## src/hdl/ccs_pkg.sv

```systemverilog
// ----------------------------------------------------------------------------
// ccs_pkg
// Types, codes and helpers for the charge connector session controller.
// ----------------------------------------------------------------------------
package ccs_pkg;

  localparam logic [2:0] ST_DISC    = 3'd0;
  localparam logic [2:0] ST_NOKEY   = 3'd1;
  localparam logic [2:0] ST_NOALLOC = 3'd2;
  localparam logic [2:0] ST_RUN     = 3'd3;
  localparam logic [2:0] ST_DONE    = 3'd4;

  localparam logic [2:0] CMD_CONNECT    = 3'd0;
  localparam logic [2:0] CMD_DISCONNECT = 3'd1;
  localparam logic [2:0] CMD_PHASE      = 3'd2;
  localparam logic [2:0] CMD_ALLOC      = 3'd3;
  localparam logic [2:0] CMD_KEY        = 3'd4;
  localparam logic [2:0] CMD_TICK       = 3'd5;
  localparam logic [2:0] CMD_SETPOINT   = 3'd6;

  localparam logic [2:0] PH_OFF         = 3'd0;
  localparam logic [2:0] PH_EXPORT_CC   = 3'd1;
  localparam logic [2:0] PH_OFF_CC      = 3'd2;
  localparam logic [2:0] PH_PRECHARGE   = 3'd3;
  localparam logic [2:0] PH_CHARGING    = 3'd4;

  localparam logic [2:0] WS_STANDBY     = 3'd0;
  localparam logic [2:0] WS_PLUGGED     = 3'd1;
  localparam logic [2:0] WS_STARTING    = 3'd2;
  localparam logic [2:0] WS_CHARGING    = 3'd3;
  localparam logic [2:0] WS_COMPLETE    = 3'd4;

  localparam logic [1:0] EV_NONE        = 2'd0;
  localparam logic [1:0] EV_STOP_START  = 2'd1;
  localparam logic [1:0] EV_START_STOP  = 2'd2;

  localparam logic [2:0] FR_NONE        = 3'd0;
  localparam logic [2:0] FR_STOP        = 3'd1;
  localparam logic [2:0] FR_ALLOC       = 3'd2;
  localparam logic [2:0] FR_INS_OUTPUT  = 3'd3;
  localparam logic [2:0] FR_INS_STOP    = 3'd4;
  localparam logic [2:0] FR_PRECHARGE   = 3'd5;
  localparam logic [2:0] FR_CHARGING    = 3'd6;

  localparam logic [14:0] VOLT_MAX = 15'd20000;
  localparam logic [13:0] CURR_MAX = 14'd10000;

  localparam logic REG_ALLOC_TIMEOUT = 1'b0;
  localparam logic REG_CONNECTOR_ID  = 1'b1;
  localparam logic [15:0] ALLOC_TIMEOUT_RESET = 16'd1000;

  typedef struct packed {
    logic [2:0]  command;
    logic [2:0]  new_phase;
    logic        alloc_success;
    logic [14:0] set_voltage;
    logic [13:0] set_current;
  } in_item_t;

  typedef struct packed {
    logic [2:0]  session_state_out;
    logic [2:0]  phase_out;
    logic [2:0]  charge_status;
    logic        plugged;
    logic [1:0]  event_report;
    logic [2:0]  frame_kind;
    logic [15:0] frame_connector;
    logic [14:0] frame_voltage;
    logic [13:0] frame_current;
    logic        alloc_failed;
  } out_item_t;

  function automatic logic [2:0] work_status(input logic [2:0] st, input logic [2:0] ph);
    logic [2:0] ws;
    unique case (st)
      ST_DISC:    ws = WS_STANDBY;
      ST_NOKEY:   ws = WS_PLUGGED;
      ST_NOALLOC: ws = WS_STARTING;
      ST_RUN:     ws = (ph == PH_CHARGING) ? WS_CHARGING : WS_STARTING;
      default:    ws = WS_COMPLETE;
    endcase
    return ws;
  endfunction

  function automatic logic [2:0] frame_for(input logic [2:0] st, input logic [2:0] ph);
    logic [2:0] fk;
    if (st == ST_NOALLOC) begin
      fk = FR_ALLOC;
    end else if (st == ST_RUN) begin
      unique case (ph)
        PH_OFF:       fk = FR_ALLOC;
        PH_EXPORT_CC: fk = FR_INS_OUTPUT;
        PH_OFF_CC:    fk = FR_INS_STOP;
        PH_PRECHARGE: fk = FR_PRECHARGE;
        default:      fk = FR_CHARGING;
      endcase
    end else begin
      fk = FR_STOP;
    end
    return fk;
  endfunction

endpackage

```

## src/hdl/ccs_in_if.sv

```systemverilog
// ----------------------------------------------------------------------------
// ccs_in_if
// Valid/ready channel carrying one session event per transaction.
// ----------------------------------------------------------------------------
interface ccs_in_if;
  logic               valid;
  logic               ready;
  ccs_pkg::in_item_t  data;

  modport source (output valid, output data, input ready);
  modport sink   (input valid, input data, output ready);
endinterface

```

## src/hdl/ccs_out_if.sv

```systemverilog
// ----------------------------------------------------------------------------
// ccs_out_if
// Valid/ready channel carrying one session result per transaction.
// ----------------------------------------------------------------------------
interface ccs_out_if;
  logic               valid;
  logic               ready;
  ccs_pkg::out_item_t data;

  modport source (output valid, output data, input ready);
  modport sink   (input valid, input data, output ready);
endinterface

```

## src/hdl/charge_connector_session_fsm.sv

```systemverilog
// ----------------------------------------------------------------------------
// charge_connector_session_fsm
// Session controller for one DC charging connector: session state, mode
// phase, setpoints, allocation timeout and power-supply frame selection.
// ----------------------------------------------------------------------------
//  channel  | direction | handshake              | payload
//  in_ch    | sink      | valid/ready            | command, phase, setpoints
//  out_ch   | source    | valid/ready            | status, report, frame
//  cfg_*    | slave     | APB, pready tied high  | timeout, connector id
//
//  An event is held in an input register, then resolved into the result
//  register while the session state updates: one transaction per cycle
//  while the result is taken or absent. Input and result registers are
//  separate, so an empty input register takes an event while a result
//  waits. Reset is synchronous; the timeout register returns to 1000 ticks.
// ----------------------------------------------------------------------------
module charge_connector_session_fsm (
  input  logic         clk,
  input  logic         rst_n,
  ccs_in_if.sink       in_ch,
  ccs_out_if.source    out_ch,
  input  logic         cfg_psel,
  input  logic         cfg_penable,
  input  logic         cfg_pwrite,
  input  logic [2:0]   cfg_paddr,
  input  logic [31:0]  cfg_pwdata,
  output logic [31:0]  cfg_prdata,
  output logic         cfg_pready
);

  logic [15:0] alloc_timeout_r;
  logic [15:0] connector_id_r;

  logic                in_valid_r;
  ccs_pkg::in_item_t   in_item_r;
  logic                out_valid_r;
  ccs_pkg::out_item_t  out_item_r;
  ccs_pkg::out_item_t  out_item_nxt;

  logic [2:0]  state_r, state_nxt;
  logic [2:0]  phase_r, phase_nxt;
  logic        failed_r, failed_nxt;
  logic [15:0] wait_r, wait_nxt;
  logic [14:0] volt_r, volt_nxt;
  logic [13:0] curr_r, curr_nxt;

  logic advance;
  logic cfg_wr;

  assign advance     = in_valid_r && (!out_valid_r || out_ch.ready);
  assign in_ch.ready = !in_valid_r || advance;
  assign out_ch.valid = out_valid_r;
  assign out_ch.data  = out_item_r;

  assign cfg_pready = 1'b1;
  assign cfg_wr     = cfg_psel && cfg_penable && cfg_pwrite;
  assign cfg_prdata = (cfg_paddr[2] == ccs_pkg::REG_CONNECTOR_ID) ?
                      {16'd0, connector_id_r} : {16'd0, alloc_timeout_r};

  always_ff @(posedge clk) begin
    if (!rst_n) begin
      alloc_timeout_r <= ccs_pkg::ALLOC_TIMEOUT_RESET;
      connector_id_r  <= 16'd0;
    end else if (cfg_wr) begin
      if (cfg_paddr[2] == ccs_pkg::REG_CONNECTOR_ID) begin
        connector_id_r <= cfg_pwdata[15:0];
      end else begin
        alloc_timeout_r <= cfg_pwdata[15:0];
      end
    end
  end

  always_comb begin
    logic [15:0] wait_inc;
    logic        st_chg;
    logic        send;
    logic [2:0]  kind;
    state_nxt  = state_r;
    phase_nxt  = phase_r;
    failed_nxt = failed_r;
    wait_nxt   = wait_r;
    volt_nxt   = volt_r;
    curr_nxt   = curr_r;
    send       = 1'b0;
    wait_inc   = wait_r + 16'd1;
    unique case (in_item_r.command)
      ccs_pkg::CMD_CONNECT: begin
        if (state_r == ccs_pkg::ST_DISC) state_nxt = ccs_pkg::ST_NOKEY;
      end
      ccs_pkg::CMD_DISCONNECT: begin
        if (state_r != ccs_pkg::ST_DISC) state_nxt = ccs_pkg::ST_DISC;
      end
      ccs_pkg::CMD_PHASE: begin
        if (in_item_r.new_phase <= ccs_pkg::PH_CHARGING) begin
          phase_nxt = in_item_r.new_phase;
          if (state_r == ccs_pkg::ST_RUN && in_item_r.new_phase == ccs_pkg::PH_OFF) begin
            state_nxt = ccs_pkg::ST_DONE;
          end else if (state_r == ccs_pkg::ST_DONE &&
                       (in_item_r.new_phase == ccs_pkg::PH_EXPORT_CC ||
                        in_item_r.new_phase == ccs_pkg::PH_PRECHARGE ||
                        in_item_r.new_phase == ccs_pkg::PH_CHARGING)) begin
            state_nxt = ccs_pkg::ST_NOKEY;
          end
        end
      end
      ccs_pkg::CMD_ALLOC: begin
        if (state_r == ccs_pkg::ST_NOALLOC) begin
          failed_nxt = !in_item_r.alloc_success;
          state_nxt  = ccs_pkg::ST_RUN;
        end
      end
      ccs_pkg::CMD_KEY: begin
        if (state_r == ccs_pkg::ST_NOKEY) state_nxt = ccs_pkg::ST_NOALLOC;
      end
      ccs_pkg::CMD_TICK: begin
        if (state_r == ccs_pkg::ST_NOALLOC) begin
          wait_nxt = wait_inc;
          if (wait_inc >= alloc_timeout_r) begin
            failed_nxt = 1'b1;
            state_nxt  = ccs_pkg::ST_RUN;
          end
        end
      end
      ccs_pkg::CMD_SETPOINT: begin
        volt_nxt = (in_item_r.set_voltage > ccs_pkg::VOLT_MAX) ?
                   ccs_pkg::VOLT_MAX : in_item_r.set_voltage;
        curr_nxt = (in_item_r.set_current > ccs_pkg::CURR_MAX) ?
                   ccs_pkg::CURR_MAX : in_item_r.set_current;
        if (state_r == ccs_pkg::ST_RUN) send = 1'b1;
      end
      default: begin
      end
    endcase

    st_chg = (state_nxt != state_r);
    if (st_chg) begin
      if (state_nxt == ccs_pkg::ST_NOALLOC) wait_nxt = 16'd0;
      if (state_nxt != ccs_pkg::ST_RUN) failed_nxt = 1'b0;
    end
    if (st_chg || (phase_nxt != phase_r)) send = 1'b1;
    kind = send ? ccs_pkg::frame_for(state_nxt, phase_nxt) : ccs_pkg::FR_NONE;

    out_item_nxt.session_state_out = state_nxt;
    out_item_nxt.phase_out         = phase_nxt;
    out_item_nxt.charge_status     = ccs_pkg::work_status(state_nxt, phase_nxt);
    out_item_nxt.plugged           = (state_nxt != ccs_pkg::ST_DISC);
    out_item_nxt.event_report      = !st_chg ? ccs_pkg::EV_NONE :
                                     (state_nxt == ccs_pkg::ST_RUN) ?
                                     ccs_pkg::EV_STOP_START : ccs_pkg::EV_START_STOP;
    out_item_nxt.frame_kind        = kind;
    out_item_nxt.frame_connector   = (kind != ccs_pkg::FR_NONE) ? connector_id_r : 16'd0;
    if (kind == ccs_pkg::FR_INS_OUTPUT || kind == ccs_pkg::FR_PRECHARGE ||
        kind == ccs_pkg::FR_CHARGING) begin
      out_item_nxt.frame_voltage = volt_nxt;
      out_item_nxt.frame_current = curr_nxt;
    end else begin
      out_item_nxt.frame_voltage = 15'd0;
      out_item_nxt.frame_current = 14'd0;
    end
    out_item_nxt.alloc_failed = failed_nxt;
  end

  always_ff @(posedge clk) begin
    if (!rst_n) begin
      in_valid_r  <= 1'b0;
      out_valid_r <= 1'b0;
      state_r     <= ccs_pkg::ST_DISC;
      phase_r     <= ccs_pkg::PH_OFF;
      failed_r    <= 1'b0;
      wait_r      <= 16'd0;
      volt_r      <= 15'd0;
      curr_r      <= 14'd0;
    end else begin
      if (in_ch.valid && in_ch.ready) begin
        in_valid_r <= 1'b1;
      end else if (advance) begin
        in_valid_r <= 1'b0;
      end
      if (advance) begin
        out_valid_r <= 1'b1;
        state_r     <= state_nxt;
        phase_r     <= phase_nxt;
        failed_r    <= failed_nxt;
        wait_r      <= wait_nxt;
        volt_r      <= volt_nxt;
        curr_r      <= curr_nxt;
      end else if (out_ch.ready) begin
        out_valid_r <= 1'b0;
      end
    end
  end

  always_ff @(posedge clk) begin
    if (in_ch.valid && in_ch.ready) in_item_r <= in_ch.data;
    if (advance) out_item_r <= out_item_nxt;
  end

endmodule
```

## src/flat_wrapper.sv

```systemverilog
// flat-port wrapper written by rule: the top's interface ports become plain ports
module charge_connector_session_fsm_flat 
  (clk, rst_n, cfg_psel, cfg_penable, cfg_pwrite, cfg_paddr, cfg_pwdata, cfg_prdata, cfg_pready, in_ch_valid, in_ch_data, in_ch_ready, out_ch_valid, out_ch_data, out_ch_ready);
  ccs_in_if in_ch_i ();
  ccs_out_if out_ch_i ();
  input  logic clk;
  input  logic rst_n;
  input  logic cfg_psel;
  input  logic cfg_penable;
  input  logic cfg_pwrite;
  input  logic [2:0] cfg_paddr;
  input  logic [31:0] cfg_pwdata;
  output logic [31:0] cfg_prdata;
  output logic cfg_pready;
  input wire logic [$bits(in_ch_i.valid)-1:0] in_ch_valid;
  input wire logic [$bits(in_ch_i.data)-1:0] in_ch_data;
  output wire logic [$bits(in_ch_i.ready)-1:0] in_ch_ready;
  output wire logic [$bits(out_ch_i.valid)-1:0] out_ch_valid;
  output wire logic [$bits(out_ch_i.data)-1:0] out_ch_data;
  input wire logic [$bits(out_ch_i.ready)-1:0] out_ch_ready;
  assign in_ch_i.valid = in_ch_valid;
  assign in_ch_i.data = in_ch_data;
  assign in_ch_ready = in_ch_i.ready;
  assign out_ch_valid = out_ch_i.valid;
  assign out_ch_data = out_ch_i.data;
  assign out_ch_i.ready = out_ch_ready;
  charge_connector_session_fsm u_core (.clk(clk), .rst_n(rst_n), .in_ch(in_ch_i), .out_ch(out_ch_i), .cfg_psel(cfg_psel), .cfg_penable(cfg_penable), .cfg_pwrite(cfg_pwrite), .cfg_paddr(cfg_paddr), .cfg_pwdata(cfg_pwdata), .cfg_prdata(cfg_prdata), .cfg_pready(cfg_pready));
endmodule
```

## config.mk

```make
export PLATFORM = sky130hd
export DESIGN_NAME = charge_connector_session_fsm_flat
export DESIGN_NICKNAME = d
export VERILOG_FILES = /design/src/hdl/ccs_pkg.sv /design/src/hdl/ccs_in_if.sv /design/src/hdl/ccs_out_if.sv /design/src/hdl/charge_connector_session_fsm.sv /design/src/flat_wrapper.sv
export SDC_FILE = /design/constraint.sdc
export NUM_CORES = 1
export LEC_CHECK = 0
export ABC_CLOCK_PERIOD_IN_PS = 5800
export CAP_MARGIN = 30
export CORE_MARGIN = 10
export CORE_UTILIZATION = 63
export CTS_CLUSTER_DIAMETER = 40
export DETAILED_ROUTE_END_ITERATION = 6
export DONT_BUFFER_PORTS = 1
export GPL_TIMING_DRIVEN = 0
export PLACE_DENSITY_LB_ADDON = 0.08
export SLEW_MARGIN = 20
export SYNTH_ARGS = -nofsm -noshare
export SYNTH_HDL_FRONTEND = slang
export SYNTH_SLANG_ARGS = --single-unit
export TNS_END_PERCENT = 30
```

## constraint.sdc

```tcl
create_clock -name clk -period 5.8 [get_ports clk]
set_input_delay 1.16 -clock clk [delete_from_list [all_inputs] [get_ports clk]]
set_output_delay 1.16 -clock clk [all_outputs]
set_load 0.005 [all_outputs]
```

* After elaboration in Yosys (flattened, before gate mapping)
Cells that the tools add are included. W data, S select, Z words.
Storage, ports and cells: output and inout bits 96, logic and storage cells 126, bits in registers 183, input port bits 78
Operators by class: order comparisons 4, multiplexer cells 41, reduce and logical (&&, ||, !) cells 28, add/sub/neg operators 1, bitwise gates (word level) 1, equality and inequality tests 26
Operators by type and width (number):
- $mux W16 | 5
- $mux W3 | 14
- $eq A3 B2 Y1 const B | 10
- $mux W15 | 2
- $mux W14 | 2
- $eq A3 B3 Y1 const B | 8
- $pmux W3 S4 | 2
- $pmux W3 S6 | 1
- $add A16 B1 Y16 const B | 1
- $ge A16 B16 Y1 | 1
- $eq A3 B1 Y1 const B | 5
- $gt A15 B15 Y1 const B | 1
- $logic_not A3 Y1 | 5
- $gt A14 B14 Y1 const B | 1
- $mux W1 | 13
- $reduce_bool A3 Y1 | 3
- $logic_or A1 B1 Y1 | 7
- $logic_and A1 B1 Y1 | 6
- $ne A3 B3 Y1 | 2
- $reduce_and A2 Y1 | 2
- $reduce_bool A2 Y1 | 2
- $le A3 B3 Y1 const B | 1
- $logic_not A1 Y1 | 3
- $ne A3 B2 Y1 const B | 1
- other kinds (3) | 3

* Longest topological paths before layout
Gate-level depths: netlist of run 1.
depth after elaboration 15, mapped depth 17, gate-level depth less buffers 15

* Worst setup path before layout of run 1
No wires, ideal clock.
path kind input-to-reg, start in out_ch_ready, end reg u_core.volt_r[5], data arrival time 4231 ps, path buffers 3, slack 1435 ps, required time 5666 ps, stages on the path 9, library setup time 134 ps, cell sequence nor2b_1 nand2b_1 clkbuf_1 inv_1 clkbuf_1 nand2_1 clkbuf_1 nor2_1 a21oi_1
On the way: word-level cells in the longest chain between the ends 2
RTL lines:
- start, declared | RTL line flat_wrapper.sv:20 | input wire logic [$bits(out_ch_i.ready)-1:0] out_ch_ready;
- $logic_or A1 B1 Y1 | RTL line charge_connector_session_fsm.sv:50 | assign advance = in_valid_r && (!out_valid_r || out_ch.ready);
- $logic_and A1 B1 Y1 | RTL line charge_connector_session_fsm.sv:50
- via u_core.advance | RTL line charge_connector_session_fsm.sv:47 | logic advance;
- end signal, assigned | RTL line charge_connector_session_fsm.sv:185 | volt_r <= volt_nxt;
- end, declared | RTL line charge_connector_session_fsm.sv:44 | logic [14:0] volt_r, volt_nxt;
The timed path passes the listed nets, and every way through them passes these cells. A chain may end at the register's enable or synchronous reset.

==> run metrics, run 1 <==
Post-CTS Hold Fix Bufs 0; RePlAce Congestion 0.894; Fin Setup TNS 0 ns; vias in the first global route 6144; RSZ-0062 raised after global routing no; per-cell routed wire length 19.0 um; Num CTS Buffers 17; combinational power share 5.5%; Post-synth ARST share 0%; crit path time final 4.39 ns; Root Buffer Master clkbuf_16; critical path's largest stage delay 0.47 ns; pwr/cell area 296 mW/mm^2; worst slew pin tran 0.772 ns; nets 969; layout cell share with drive strength beyond 1 9.70%; crit path launch type flip-flop; Clock Latency Late Sink 0.43 ns; worst hold path class reg2reg; Num Clock Sinks 183; WP buf/inv 1; Tcrit/Tclk final 75.7%; switching power 618 uW; pin count of the biggest net entering global routing 37; postcts setup bufs 0; reg-to-reg slack, setup 1.41 ns; cts repair resizes 0; fin cells 1063; fin util 70.5%; first-pass GRT wire length 31.6 mm; Hold Path End u_core.alloc_timeout_r[11]; EDFF count, synth 97; Worst Clk Skew 0.00762 ns; crit path kind reg2reg; die area 0.0183 mm^2; CP max FO 10; critical path arrival 4.55 ns; WP data required 5.96 ns; antenna-violating nets left 0; top_reg_cell synth edfxtp_1; ant diodes 0; synth unique cells 60; gr usage total 21.7%; I/O Pins 174; Fin. Hold Viols 0; initial antenna violation count 0; sequential share of the synthesized area 55.3%; Area Growth Syn to Fin 10.6%; CTS max path bufs 2; total core area 0.0131 mm^2; Worst Hold Launch u_core.alloc_timeout_r[11]; cell chain of the critical path ha_1 > nand3_1 > nor3_1 > and3_1 > nand3_1 > xnor2_1 > ha_1 > nand2_1 > nor4_1 > o311a_1 > o21ba_2 > o211ai_2 > nor2_2 > buf_2 > a311oi_1; #FFs+latches synth 183; Pwr Total 2740 uW; Static Leak 0.00327 uW; CTS clock-pin slew for the worst setup and hold paths 0.07 ns; Gate Count Post-Synth 839; I/O Buffers 0; slowest CP cell nor2_2; r2r startpoint u_core.wait_r[0]; sequential power share 52.5%; reg-to-reg endpoint u_core.out_ch.data[47]; 1st-iter DRT viols 581; CTS H-tree lvls 4; die height 135 um; WL final 20.2 mm; Worst Hold Path Cells 2; row count 42; Worst IR Drop VDD 0.263 mV; fillers 982; Final HPWL DP 14.9 mm; Slew Limit Headroom 48.5%; Die W 135 um; DR vias/cell 5.87; YS warnings 0; status finished clean; Post-Syn Area 0.00837 mm^2; nature of the critical path endpoint flip-flop; max frequency 0.228 GHz; R2R depth 15; TritonCTS clock tree built; Max Slew Vio Count 0; max-cap violations 0; clock network fraction of total power 41.9%; DRC violations left 0; Power Internal 2130 uW; Cells after DPL 1031; GRT overflow 0; Initial DRT Pass Iterations 5; Mean Syn Cell Area 9.98 um^2; switching share of total power 22.5%; DR vias 6241; starting density of the core 63.7%; # setup viols final 0; CP delay by family, top simple AND/OR/NAND/NOR gates
-- sequential cells by signal, summed over array words and instances, names as in the netlist --
| name | cells |
|---|---|
| u_core.failed_r | 1 |
| u_core.alloc_timeout_r | 16 |
| u_core.state_r | 3 |
| u_core.out_ch.valid | 1 |
| u_core.in_valid_r | 1 |
| u_core.in_item_r | 36 |
| u_core.curr_r | 14 |
| u_core.out_ch.data | 61 |
| u_core.phase_r | 3 |
| u_core.wait_r | 16 |
| u_core.connector_id_r | 16 |
| u_core.volt_r | 15 |
-- how the worst max path moves through the flow --
stage / from / end / slack, ns / depth (start not counted)
after floorplan: out_ch_ready / u_core.volt_r[5] / 1.43 / 9
after global placement: out_ch_ready / u_core.volt_r[5] / 0.18 / 9
after detailed placement: u_core.wait_r[0] / u_core.out_ch.data[47] / 1.47 / 15
after CTS: u_core.wait_r[0] / u_core.out_ch.data[47] / 1.45 / 15
after global routing: u_core.wait_r[0] / u_core.out_ch.data[22] / 1.11 / 16
final: u_core.wait_r[0] / u_core.out_ch.data[47] / 1.41 / 15
-- worst register-to-register path, cell delays in order (launching register included) --
cell,delay (ns)
dfxtp_1,0.42
ha_1,0.23
nand3_1,0.21
nor3_1,0.42
and3_1,0.29
nand3_1,0.11
xnor2_1,0.16
ha_1,0.27
nand2_1,0.06
nor4_1,0.41
o311a_1,0.33
o21ba_2,0.18
o211ai_2,0.12
nor2_2,0.47
buf_2,0.37
a311oi_1,0.09
-- cells by family (layout without fill, tap and decap cells) --
kind of cell / count (synthesis) / after routing / synth area share [%]
mux: 1 / 1 / 0.134
xor+xnor: 24 / 24 / 2.51
compound gates: 184 / 184 / 15.1
fa+ha+maj: 17 / 17 / 2.54
other cells: 2 / 17 / 0.0897
simple gates: 337 / 337 / 19.2
buf+inv: 91 / 124 / 5.08
flops: 183 / 183 / 55.3
-- final cells by class --
cell class	count	area, um^2	area share, %
Sequential cell	183	4630	50.0
Clock buffer	20	467	5.04
Tap cell	176	220	2.38
Clock inverter	12	123	1.32
Inverter	27	101	1.09
Buffer	64	328	3.54
Multi-Input combinational cell	580	3370	36.4
Timing Repair Buffer	1	20.0	0.216
-- synthesized netlist by cell type, types with 2 or more instances --
master | n | area share [%]
a21oi_2 | 10 | 1.0
o211ai_1 | 10 | 0.90
nor3b_1 | 5 | 0.45
a211oi_2 | 4 | 0.60
nand3b_1 | 13 | 1.2
buf_2 | 7 | 0.42
nor4_1 | 4 | 0.30
dfxtp_1 | 86 | 21
or3b_2 | 2 | 0.21
a31oi_1 | 2 | 0.15
clkbuf_1 | 38 | 1.7
nor2b_1 | 24 | 1.8
o211a_1 | 9 | 1.1
nand4_1 | 3 | 0.22
nor3_1 | 6 | 0.36
or4_1 | 2 | 0.18
and2_1 | 7 | 0.52
o21a_1 | 3 | 0.27
or2_2 | 2 | 0.15
nor2_1 | 48 | 2.2
nand2_1 | 157 | 7.0
inv_1 | 27 | 1.2
nand3_1 | 41 | 2.5
xor2_1 | 13 | 1.4
nand2b_1 | 3 | 0.22
ha_1 | 17 | 2.5
a21boi_0 | 51 | 4.6
o22ai_1 | 3 | 0.22
o21ai_1 | 2 | 0.12
a21oi_1 | 38 | 2.3
conb_1 | 2 | 0.090
o21ai_0 | 37 | 2.2
buf_4 | 18 | 1.6
and3_1 | 4 | 0.30
edfxtp_1 | 97 | 35
xnor2_1 | 11 | 1.2
or3_1 | 7 | 0.52
a211oi_1 | 2 | 0.18
nor3b_2 | 3 | 0.45
-- per-stage QoR --
step	setup slack (ns)	hold slack, ns	area [um^2]
final	1.41	0.468	9260
after global routing	1.11	0.486	9260
after CTS	1.45	0.467	9260
after detailed placement	1.47	0.460	8670
after global placement	0.179	0.450	8650
after floorplan	1.43	0.443	8430
-- power groups by stage --
stage | sequential, uW | clock, uW | combinational (uW)
after CTS | 1440 | 1160 | 150
final | 1440 | 1150 | 152
after global routing | 1440 | 1210 | 167
after global placement | 1470 | 0 | 142
after detailed placement | 1470 | 0 | 149
after floorplan | 1460 | 0 | 109
-- metal layers --
| metal | up-vias | track usage (%) | routed length [um] |
|---|---|---|---|
| met5 | - | 0 | 0 |
| met4 | 0 | 8.37 | 442 |
| met3 | 34 | 5.49 | 1090 |
| met2 | 227 | 38.4 | 10500 |
| met1 | 3007 | 24.7 | 8160 |
| li1 | 2973 | - | - |
-- layout by cell type, fill, tap and decap left out, types with 10 or more instances in the layout --
cell type    n
conb_1      17
a21boi_0    51
clkbuf_16   17
nor2_1      48
edfxtp_1    97
inv_1       27
ha_1        17
nand3b_1    13
dfxtp_1     86
buf_4       18
nand3_1     41
nor2b_1     24
a21oi_1     38
xor2_1      13
a21oi_2     10
nand2_1    157
o211ai_1    10
clkbuf_1    37
o21ai_0     37
xnor2_1     11
(Power assumes the default switching activity.)
==> run 2: changes to the inputs <==
--- a/config.mk
+++ b/config.mk
@@ -5,7 +5,7 @@
 export SDC_FILE = /design/constraint.sdc
 export NUM_CORES = 1
 export LEC_CHECK = 0
-export ABC_CLOCK_PERIOD_IN_PS = 5800
+export ABC_CLOCK_PERIOD_IN_PS = 4360
 export CAP_MARGIN = 30
 export CORE_MARGIN = 10
 export CORE_UTILIZATION = 63
==> constraint.sdc (replaced) <==
create_clock -name clk -period 4.36 [get_ports clk]
set_input_delay 0.872 -clock clk [delete_from_list [all_inputs] [get_ports clk]]
set_output_delay 0.872 -clock clk [all_outputs]
set_load 0.005 [all_outputs]
==> run 2 against run 1 <==
  * Clock-buffer cell count unchanged
  * Final cell count did not move
  * Clock power grew 33%
  * Power up 33%
  * Via count increased by 0.11%
  * Maximum frequency increased by 6.8%
  * Utilization up 0.37 points
  * Clock skew fell by 0.00089 ns
  * Largest cell class unchanged
  * Sequential power is 33% higher
  * Non-clock buffer count unchanged
  * First-iteration DRC count is 3.1% lower
  * Highest routed layer unchanged
==> run metrics, run 2 (same netlist as run 1, synthesis figures left out) <==
status finished clean; WP data required 4.54 ns; Largest register FFs 61; CTS max path bufs 2; initial antenna violation count 0; crit path launch u_core.wait_r[0]; pin count of the biggest net entering global routing 37; RSZ-0062 raised after global routing no; TritonCTS clock tree built; Static Leak 0.00331 uW; critical path arrival 4.29 ns; max frequency 0.243 GHz; postcts setup bufs 0; CTS H-tree lvls 4; crit path kind reg2reg; Worst Clk Skew 0.00673 ns; Final HPWL DP 14.9 mm; Num CTS Buffers 17; Slew Limit Headroom 48.5%; crit path time final 4.11 ns; gr usage total 21.7%; per-cell routed wire length 19.1 um; row count 42; ant diodes 0; Initial DRT Pass Iterations 5; CTS clock-pin slew for the worst setup and hold paths 0.07 ns; DRC violations left 0; 1st-iter DRT viols 563; pwr/cell area 392 mW/mm^2; max-cap violations 0; commonest non-fill, non-tap cell in the layout nand2_1; Max Slew Vio Count 0; nets 969; I/O Pins 174; Area Growth Syn to Fin 11.2%; first-pass GRT wire length 31.6 mm; crit path launch type flip-flop; Clock Latency Late Sink 0.43 ns; Worst IR Drop VDD 0.349 mV; DR vias/cell 5.88; GRT overflow 0; Die W 135 um; Worst Hold Launch u_core.alloc_timeout_r[11]; worst slew pin tran 0.772 ns; hold_ws 0.469 ns; most frequent cells in the layout 157 x nand2_1, 97 x edfxtp_1, 86 x dfxtp_1, 51 x a21boi_0, 48 x nor2_1; antenna-violating nets left 0; RePlAce Congestion 0.894; post-route setup slack 0.249 ns; starting density of the core 63.7%; CP max FO 10; Fin Setup TNS 0 ns; r2r startpoint u_core.wait_r[0]; Num Clock Sinks 183; vias in the first global route 6144; fin util 70.9%; Fin. Hold Viols 0; # setup viols final 0; Place WS 0.0265 ns; die height 135 um; worst hold path class reg2reg; I/O Buffers 0; nature of the critical path endpoint flip-flop; layout cell share with drive strength beyond 1 10.3%; Root Buffer Master clkbuf_16; die area 0.0183 mm^2; DR vias 6248; Tcrit/Tclk final 94.3%; total core area 0.0131 mm^2; WL final 20.3 mm
==> run 2: worst paths after layout <==
| path | slack (ns) | endpoint | depth (start not counted) |
|---|---|---|---|
| worst max-delay path | 0.25 | u_core.out_ch.data[22] | 15 |
| worst min-delay path | 0.47 | u_core.alloc_timeout_r[11] | 2 |
| worst max register to register | 0.25 | u_core.out_ch.data[22] | 15 |
| worst min register to register | 0.47 | u_core.alloc_timeout_r[11] | 2 |
==> run 2: worst max-delay path, cell delays in order, from the launching register on <==
cell and delay [ns]:
dfxtp_1 0.41, nand3_1 0.24, nor4_4 0.38, and2_1 0.22
nand4_1 0.17, xnor2_1 0.18, ha_1 0.30, a21oi_1 0.19
o211ai_1 0.11, a221o_1 0.34, o21ai_1 0.28, o211ai_2 0.22
o2111ai_2 0.32, buf_4 0.25, buf_6 0.20, a21oi_2 0.05
==> run 2: report_power, final <==
part           switching [uW]  internal [uW]
Combinational             141           63.8
Sequential               40.7           1880
Clock                     643            888
==> run 2: timing repair <==
action / in CTS / in global routing
endpoints found under the setup margin: 0 / 39
gates resized for setup: 0 / 8
hold buffers: 0 / 0
==> run 2: layout make-up <==
class / instances / area, um^2
Sequential cell: 183 / 4630
Fill cell: 983 / 3820
Multi-Input combinational cell: 580 / 3420
Clock buffer: 20 / 467
Buffer: 64 / 328
Tap cell: 176 / 220
Clock inverter: 12 / 123
Inverter: 27 / 101
Timing Repair Buffer: 1 / 20.0
==> run 2: per-layer routing <==
metal | GRT usage, % | up-vias | wire length (um)
met2 | 38.4 | 234 | 10500
met3 | 5.49 | 42 | 1160
li1 | - | 2971 | -
met4 | 8.37 | 0 | 478
met5 | 0 | - | 0
met1 | 24.7 | 3001 | 8150
==> run 2: stage by stage <==
stage | area, um^2 | power (uW) | cells
finish | 9310 | 3650 | 1063
CTS | 9260 | 3650 | 1063
detailed placement | 8670 | 2150 | 1031
global placement | 8650 | 2150 | 1030
floorplan | 8430 | 2090 | 854
global route | 9310 | 3750 | 1063
==> run 3: changes to the inputs <==
--- a/config.mk
+++ b/config.mk
@@ -13,7 +13,7 @@
 export DETAILED_ROUTE_END_ITERATION = 6
 export DONT_BUFFER_PORTS = 1
 export GPL_TIMING_DRIVEN = 0
-export PLACE_DENSITY_LB_ADDON = 0.08
+export PLACE_DENSITY_LB_ADDON = 0.2
 export SLEW_MARGIN = 20
 export SYNTH_ARGS = -nofsm -noshare
 export SYNTH_HDL_FRONTEND = slang
==> run 3 against run 2 <==
  * Clock-buffer cell count down 3
  * Sequential power about the same
  * Clock power down 3%
  * Die area unchanged
  * Routed wire length down 0.68%
  * Utilization unchanged
  * Sequential share of layout area unchanged
  * Setup slack worse by 0.027 ns
  * Critical path depth up 1
==> run metrics, run 3 (same netlist as run 1, synthesis figures left out) <==
WL final 20.2 mm; slowest CP cell dfxtp_1; most frequent cells in the layout 157 x nand2_1, 97 x edfxtp_1, 86 x dfxtp_1, 51 x a21boi_0, 48 x nor2_1; die area 0.0183 mm^2; critical path arrival 4.32 ns; dpl cell area 0.00870 mm^2; 1st-iter DRT viols 590; antenna-violating nets left 0; row count 42; first-pass GRT wire length 31.5 mm; Tcrit/Tclk final 94.9%; crit path launch u_core.wait_r[0]; Final Cell Area 0.00931 mm^2; commonest non-fill, non-tap cell in the layout nand2_1; metal3 WL 1.44 mm; Worst IR Drop VDD 0.299 mV; total core area 0.0131 mm^2; fillers 993; crit path time final 4.14 ns; DRC violations left 0; pwr/cell area 387 mW/mm^2; vias in the first global route 6189; gr usage total 21.7%; Die W 135 um; Clock Latency Late Sink 0.43 ns; worst hold path class reg2reg; r2r startpoint u_core.wait_r[0]; Root Buffer Master clkbuf_16; nature of the critical path endpoint flip-flop; Met1 Routed Length 7.97 mm; GRT overflow 0; per-cell routed wire length 18.9 um; layout cell share with drive strength beyond 1 10.6%; RSZ-0062 raised after global routing no; Largest register FFs 61; WP data required 4.55 ns; pin count of the biggest net entering global routing 50; nets 970; # setup viols final 0; initial antenna violation count 0; Place WS -0.00501 ns; CTS H-tree lvls 4; Max Slew Vio Count 0; max frequency 0.242 GHz; worst slew pin tran 0.680 ns; ant diodes 0; die height 135 um; DR vias 6274; Initial DRT Pass Iterations 6; max-cap violations 0; Area Growth Syn to Fin 11.2%; crit path kind reg2reg; status finished clean; Num Clock Sinks 183; Fin. Hold Viols 0; DR vias/cell 5.90; postcts setup bufs 0; crit path launch type flip-flop; Fin Setup TNS 0 ns; met2 WL post-DR 10.2 mm; critical path's largest stage delay 0.41 ns; cell chain of the critical path ha_1 > nand3_1 > nor3_2 > and3_1 > nand2_1 > xnor2_1 > ha_1 > nand2_1 > nor4_2 > o311a_1 > o21ba_2 > o211ai_2 > o2111ai_2 > buf_4 > buf_6 > a21oi_2; CP delay by family, top simple AND/OR/NAND/NOR gates; I/O Pins 174; CP max FO 10; TritonCTS clock tree built; starting density of the core 63.7%; Worst Clk Skew 0.00832 ns; CTS max path bufs 2; Worst Hold Launch u_core.alloc_timeout_r[4]; CTS clock-pin slew for the worst setup and hold paths 0.07 ns; Pwr Total 3600 uW; post-route setup slack 0.222 ns; RePlAce Congestion 0.844; Static Leak 0.00328 uW; I/O Buffers 0; WP buf/inv 2; Final HPWL DP 14.8 mm; Num CTS Buffers 17; Slew Limit Headroom 54.4%; Top Layer Used met4
## run 3: repair_timing
action / 4_1_cts / 5_1_grt
hold buffers: 0 / 0
gates cloned: 0 / 0
pin swaps: 0 / 1
resized for setup: 2 / 5
setup endpoints to repair: 9 / 39
## run 3: path summary, 6_finish.rpt
path | depth (start not counted) | slack (ns) | end
max | 16 | 0.22 | u_core.out_ch.data[1]
min | 2 | 0.47 | u_core.alloc_timeout_r[4]
max reg2reg | 16 | 0.22 | u_core.out_ch.data[1]
min reg2reg | 2 | 0.47 | u_core.alloc_timeout_r[4]
## run 3: area by class of cell
cell class / instances / area (um^2) / share of cell area [%]
Inverter: 27 / 101 / 1.09
Multi-Input combinational cell: 580 / 3410 / 36.6
Buffer: 64 / 328 / 3.52
Clock inverter: 15 / 144 / 1.55
Sequential cell: 183 / 4630 / 49.8
Clock buffer: 17 / 425 / 4.57
Timing Repair Buffer: 2 / 47.5 / 0.511
Tap cell: 176 / 220 / 2.36
## run 3: power breakdown
| group | internal (uW) | leakage (uW) | switching, uW |
|---|---|---|---|
| sequential | 1880 | 0.00161 | 41.1 |
| combinational | 66.6 | 0.00140 | 142 |
| clock | 798 | 0.000273 | 682 |
## run 3: worst min-delay path: stages, from the launching register on
cell	delay [ns]
dfxtp_1	0.31
nand2_1	0.05
a21boi_0	0.06
## run 3: metrics by stage
stage          util [%]  hold slack, ns  instances
2_1_floorplan         -           0.443        854
3_3_place_gp       65.8           0.450       1030
3_5_place_dp       66.2           0.460       1032
4_1_cts            70.6           0.469       1064
5_1_grt            70.9           0.489       1064
6_report           70.9           0.467       1064
## run 3: layer usage
layer	vias to the layer above	track usage, %
met2	286	37.4
li1	2973	-
met5	-	0
met1	2970	24.8
met3	45	6.05
met4	0	9.15
